`config.mk`:
```
export PLATFORM = sky130hd
export DESIGN_NAME = rvl_ofifo_flat
export DESIGN_NICKNAME = d
export VERILOG_FILES = /design/src/sv/rvl_pkg.sv /design/src/sv/rvl_if.sv /design/src/sv/rvl_ofifo.sv /design/src/flat_wrapper.sv
export SDC_FILE = /design/constraint.sdc
export NUM_CORES = 1
export LEC_CHECK = 0
export BUFFER_PORTS_ARGS = -buffer_cell sky130_fd_sc_hd__buf_2
export CORE_MARGIN = 3
export CORE_UTILIZATION = 45
export CTS_CLUSTER_SIZE = 10
export DETAILED_ROUTE_END_ITERATION = 16
export PLACE_DENSITY_LB_ADDON = 0.15
export RECOVER_POWER = 50
export REMOVE_ABC_BUFFERS = 1
export SLEW_MARGIN = 20
export SYNTH_ARGS = -nofsm -noshare
export SYNTH_HDL_FRONTEND = slang
export SYNTH_SLANG_ARGS = --single-unit
```
`constraint.sdc`:
```
create_clock -name i_clk -period 6.15 [get_ports i_clk]
set_input_delay 0.9225 -clock i_clk [delete_from_list [all_inputs] [get_ports i_clk]]
set_output_delay 0.9225 -clock i_clk [all_outputs]
set_load 0.02 [all_outputs]
```
`src/sv/rvl_pkg.sv`:
```
// ============================================================================
// rvl_pkg
// Shared widths, types and constants of the look-at reorientation block.
// ============================================================================
package rvl_pkg;

    // Q3.20 data path
    localparam int DW       = 24;
    localparam int FRAC     = 20;
    localparam int TOL_W    = 20;
    localparam logic [TOL_W-1:0] TOL_RST = TOL_W'(105);

    // Normalisation unit
    localparam int NCW      = 26;               // component width at the unit input
    localparam int NSW      = 2 * NCW;          // sum of squares
    localparam int ROOT_W   = NCW;              // one root bit per stage
    localparam int QUO_W    = FRAC + 1;         // quotient bits, result never above 1.0
    localparam int NOW      = FRAC + 2;         // signed unit-vector component
    localparam int DIV_W    = NCW + FRAC + 2;   // dividend width
    localparam int NORM_LAT = 2 + ROOT_W + 1 + QUO_W + 1;

    typedef logic signed [DW-1:0]  t_q20;
    typedef logic signed [NCW-1:0] t_ncomp;
    typedef logic signed [NOW-1:0] t_unit;

    typedef struct packed {
        t_q20 out_x;
        t_q20 out_y;
        t_q20 out_z;
        logic flat_path;
        logic degenerate;
    } t_result;

endpackage

```
`src/sv/rvl_if.sv`:
```


interface rvl_out_if import rvl_pkg::*; ();
    logic valid;
    logic ready;
    t_q20 out_x;
    t_q20 out_y;
    t_q20 out_z;
    logic flat_path;
    logic degenerate;

    modport source (output valid, out_x, out_y, out_z, flat_path, degenerate,
                    input ready);
    modport sink   (input valid, out_x, out_y, out_z, flat_path, degenerate,
                    output ready);
endinterface

```
`src/sv/rvl_ofifo.sv`:
```
// ============================================================================
// rvl_ofifo
// Two-entry result queue; its full flag is the pipeline advance condition.
// ============================================================================
module rvl_ofifo import rvl_pkg::*; (
    input  logic     i_clk,
    input  logic     i_rst_n,
    input  logic     i_wr,
    input  t_result  i_data,
    output logic     o_full,
    rvl_out_if.source o_out
);

    t_result    r_mem [2];
    logic       r_wp;
    logic       r_rp;
    logic [1:0] r_cnt;
    logic [1:0] n_cnt;
    logic       w_rd;

    assign w_rd  = o_out.valid && o_out.ready;
    assign n_cnt = r_cnt + 2'(i_wr) - 2'(w_rd);

    always_ff @(posedge i_clk) begin
        if (!i_rst_n) begin
            r_wp  <= 1'b0;
            r_rp  <= 1'b0;
            r_cnt <= '0;
        end else begin
            if (i_wr) begin
                r_wp <= ~r_wp;
            end
            if (w_rd) begin
                r_rp <= ~r_rp;
            end
            r_cnt <= n_cnt;
        end
    end

    always_ff @(posedge i_clk) begin
        if (i_wr) begin
            r_mem[r_wp] <= i_data;
        end
    end

    assign o_full           = (r_cnt == 2'd2);
    assign o_out.valid      = (r_cnt != '0);
    assign o_out.out_x      = r_mem[r_rp].out_x;
    assign o_out.out_y      = r_mem[r_rp].out_y;
    assign o_out.out_z      = r_mem[r_rp].out_z;
    assign o_out.flat_path  = r_mem[r_rp].flat_path;
    assign o_out.degenerate = r_mem[r_rp].degenerate;

endmodule

```
`src/flat_wrapper.sv`:
```
// flat-port wrapper written by rule: the top's interface ports become plain ports
module rvl_ofifo_flat import rvl_pkg::*;
  (i_clk, i_rst_n, i_wr, i_data, o_full, o_out_valid, o_out_out_x, o_out_out_y, o_out_out_z, o_out_flat_path, o_out_degenerate, o_out_ready);
  rvl_out_if o_out_i ();
  input  logic i_clk;
  input  logic i_rst_n;
  input  logic i_wr;
  input  t_result i_data;
  output logic o_full;
  output wire logic [$bits(o_out_i.valid)-1:0] o_out_valid;
  output wire logic [$bits(o_out_i.out_x)-1:0] o_out_out_x;
  output wire logic [$bits(o_out_i.out_y)-1:0] o_out_out_y;
  output wire logic [$bits(o_out_i.out_z)-1:0] o_out_out_z;
  output wire logic [$bits(o_out_i.flat_path)-1:0] o_out_flat_path;
  output wire logic [$bits(o_out_i.degenerate)-1:0] o_out_degenerate;
  input wire logic [$bits(o_out_i.ready)-1:0] o_out_ready;
  assign o_out_valid = o_out_i.valid;
  assign o_out_out_x = o_out_i.out_x;
  assign o_out_out_y = o_out_i.out_y;
  assign o_out_out_z = o_out_i.out_z;
  assign o_out_flat_path = o_out_i.flat_path;
  assign o_out_degenerate = o_out_i.degenerate;
  assign o_out_i.ready = o_out_ready;
  rvl_ofifo u_core (.i_clk(i_clk), .i_rst_n(i_rst_n), .i_wr(i_wr), .i_data(i_data), .o_full(o_full), .o_out(o_out_i));
endmodule
```
==> flow_metrics.env <==
export IMPL_drt_wl_total_um=9830
export IMPL_ff2ff_path_depth=1
export IMPL_areaGrowthSynthToFinish_pct=25.3
export IMPL_worst_path_max_delay_cell="and2_1"
export IMPL_drc=0
export IMPL_wl_per_cell_um=16.4
export IMPL_worst_path_buf_inv=1
export IMPL_drtIter0Drc=132
export IMPL_fp_coreArea_um2=12300
export IMPL_clk_insertion_delay_late_ns=0.41
export IMPL_critPathKind="primary input to register"
export IMPL_post_cts_resized=0
export IMPL_ys_ff_latch=153
export IMPL_port_buffers=153
export IMPL_grt_max_degree=75
export IMPL_fmax_mhz=271
export IMPL_dpl_cell_count=568
export IMPL_critPathMaxStageDelay_ns=2.53
export IMPL_ant_nets=0
export IMPL_grt_overflow=0
export IMPL_rsz0062_at_grt="no"
export IMPL_min_path_type="register to register"
export IMPL_gp_congestion=0.680
export IMPL_drive_gt1_frac=0.516
export IMPL_worstMarginPinSlew_ns=3.45
export IMPL_startpoint="i_wr"
export IMPL_tns_ns=0
export IMPL_rows=40
export IMPL_dp_hpwl_um=6320
export IMPL_worstPathArrival_ns=3.63
export IMPL_place_area_um2=6750
export IMPL_endpoint_kind="register"
export IMPL_final_common_cell="edfxtp_1"
export IMPL_layout_nets=499
export IMPL_viasPerCell=4.70
export IMPL_post_cts_buffers=0
export IMPL_drv_slew=100
export IMPL_critPathLaunchType="primary input"
export IMPL_cts_sinks=153
export IMPL_dr_pass1_iters=4
export IMPL_grt_usage=0.143
export IMPL_p_per_area_nw_per_um2=401
export IMPL_layout_common_cells="edfxtp_1 (148), buf_2 (118), mux2_4 (60)"
export IMPL_slew_headroom=-1.30
export IMPL_vias=2808
export IMPL_path_delay_family="simple AND/OR/NAND/NOR gates"
export IMPL_grt_pass1_vias=2995
export IMPL_num_antenna_cells=0
export IMPL_clk_root_buffer_cell="clkbuf_16"
export IMPL_path_cells="clkbuf_1 -> and2_1"
export IMPL_ir_worst_vdd_uv=213
export IMPL_die_y_um=120
export IMPL_syn_area_per_cell_um2=23.0
export IMPL_setup_violations=0
export IMPL_rrSetupSlack_ns=2.82
export IMPL_finalHoldViolCount=0
export IMPL_cts_tree="built"
export IMPL_cts_buffers=17
export IMPL_ioPinCount=154
export IMPL_antenna_found_initial=1
export IMPL_htreeDepth=4
export IMPL_syn_inst=253
export IMPL_finClkSkew_ns=0.00297
export IMPL_ctsHoldBuffers=0
export IMPL_instances_no_fill=598
export IMPL_violations="capacitance limit, slew limit"
export IMPL_stdcell_area_um2=7310
export IMPL_yosys_warnings=0
export IMPL_drv_cap=2
export IMPL_min_period_ns=3.69
export IMPL_status="finished, violations left"
export IMPL_synth_cell_types=16
export IMPL_post_route_period_util=0.600
export IMPL_cp_depth=2
export IMPL_grt_pass1_wl_um=15300
export IMPL_cp_max_fo=74
export IMPL_crit_end="u_core.r_mem[1][73]$_DFFE_PP_"
export IMPL_synth_area_um2=5830
export IMPL_final_util=0.594
export IMPL_seq_area_frac_synth=0.779
export IMPL_p_leak_nw=2.80
export IMPL_worst_r2r_endpoint="u_core.r_mem[1][73]$_DFFE_PP_"
export IMPL_hold_ws_ns=0.487
export IMPL_start_util=0.474
export IMPL_required_ns=6.09
export IMPL_die_area_um2=14400
export IMPL_clockBufferDepth=2
export IMPL_r2r_start="u_core.r_wp$_SDFFE_PN0P_"
export IMPL_dieWidth_um=120
export IMPL_clk_pin_slew_ns=0.05
-- worst min path at each step --
stage / from / end / cells after the start
after global placement: u_core.r_rp$_SDFFE_PN0P_ / register / 2
after floorplan: u_core.r_rp$_SDFFE_PN0P_ / register / 2
after detailed placement: u_core.r_rp$_SDFFE_PN0P_ / register / 2
final: u_core.r_rp$_SDFFE_PN0P_ / register / 2
after CTS: u_core.r_rp$_SDFFE_PN0P_ / register / 2
after global routing: u_core.r_rp$_SDFFE_PN0P_ / register / 2
-- where the power goes --
group / leakage (nW) / internal [mW] / switching, mW / total (mW)
clock: 0.302 / 0.707 / 0.361 / 1.07
sequential: 1.43 / 1.22 / 0.0533 / 1.27
combinational: 1.07 / 0.291 / 0.305 / 0.595
total: 2.80 / 2.21 / 0.719 / 2.93
-- final cells by class --
type / count / area (um^2)
Tap cell: 168 / 210
Clock buffer: 18 / 429
Multi-Input combinational cell: 90 / 1190
Fill cell: 986 / 5000
Clock inverter: 12 / 181
Sequential cell: 153 / 4550
Timing Repair Buffer: 155 / 737
Inverter: 2 / 7.51
-- stage by stage --
| step | setup WS [ns] | power (mW) |
|---|---|---|
| 2_1_floorplan | 1.44 | 1.75 |
| 4_1_cts | 2.68 | 2.97 |
| 3_5_place_dp | 3.13 | 1.90 |
| 5_1_grt | 2.04 | 3.06 |
| 6_report | 2.46 | 2.93 |
| 3_3_place_gp | 3.14 | 1.89 |
-- synthesized netlist by cell type, drive strengths merged --
cell type | count | area share
and2 | 2 | 0.0021
buf | 8 | 0.014
dfxtp | 5 | 0.017
edfxtp | 148 | 0.76
ha | 2 | 0.0043
inv | 2 | 0.0013
mux2 | 74 | 0.18
mux2i | 2 | 0.0034
nand2 | 1 | 0.00064
nand2b | 1 | 0.0011
nor2b | 4 | 0.0043
o21a | 2 | 0.0026
or2 | 1 | 0.0011
xnor3 | 1 | 0.0039
-- registers in the layout, indices dropped and copies added, names as in the netlist, named ones only --
name / cells
u_core.r_wp: 1
u_core.r_rp: 1
u_core.r_mem: 148
u_core.r_cnt: 2
-- routing by layer --
layer	track usage	part of all wire
met1	0.168	0.40
met2	0.230	0.50
met3	0.0537	0.073
met4	0.0723	0.023
met5	0	0.0013
-- logic make-up (layout without fill, tap and decap cells) --
family / after synthesis / in the layout / share of synthesized area
AOI/OAI and AO/OA: 2 / 2 / 0.00257
xor gates and xnor gates: 1 / 1 / 0.00386
adders and majority gates: 2 / 2 / 0.00429
buffers and inverters: 10 / 187 / 0.0157
DFF: 153 / 153 / 0.779
muxes: 76 / 76 / 0.185
and+or+nand+nor: 9 / 9 / 0.00923
Power figures use the tool's default switching activity.
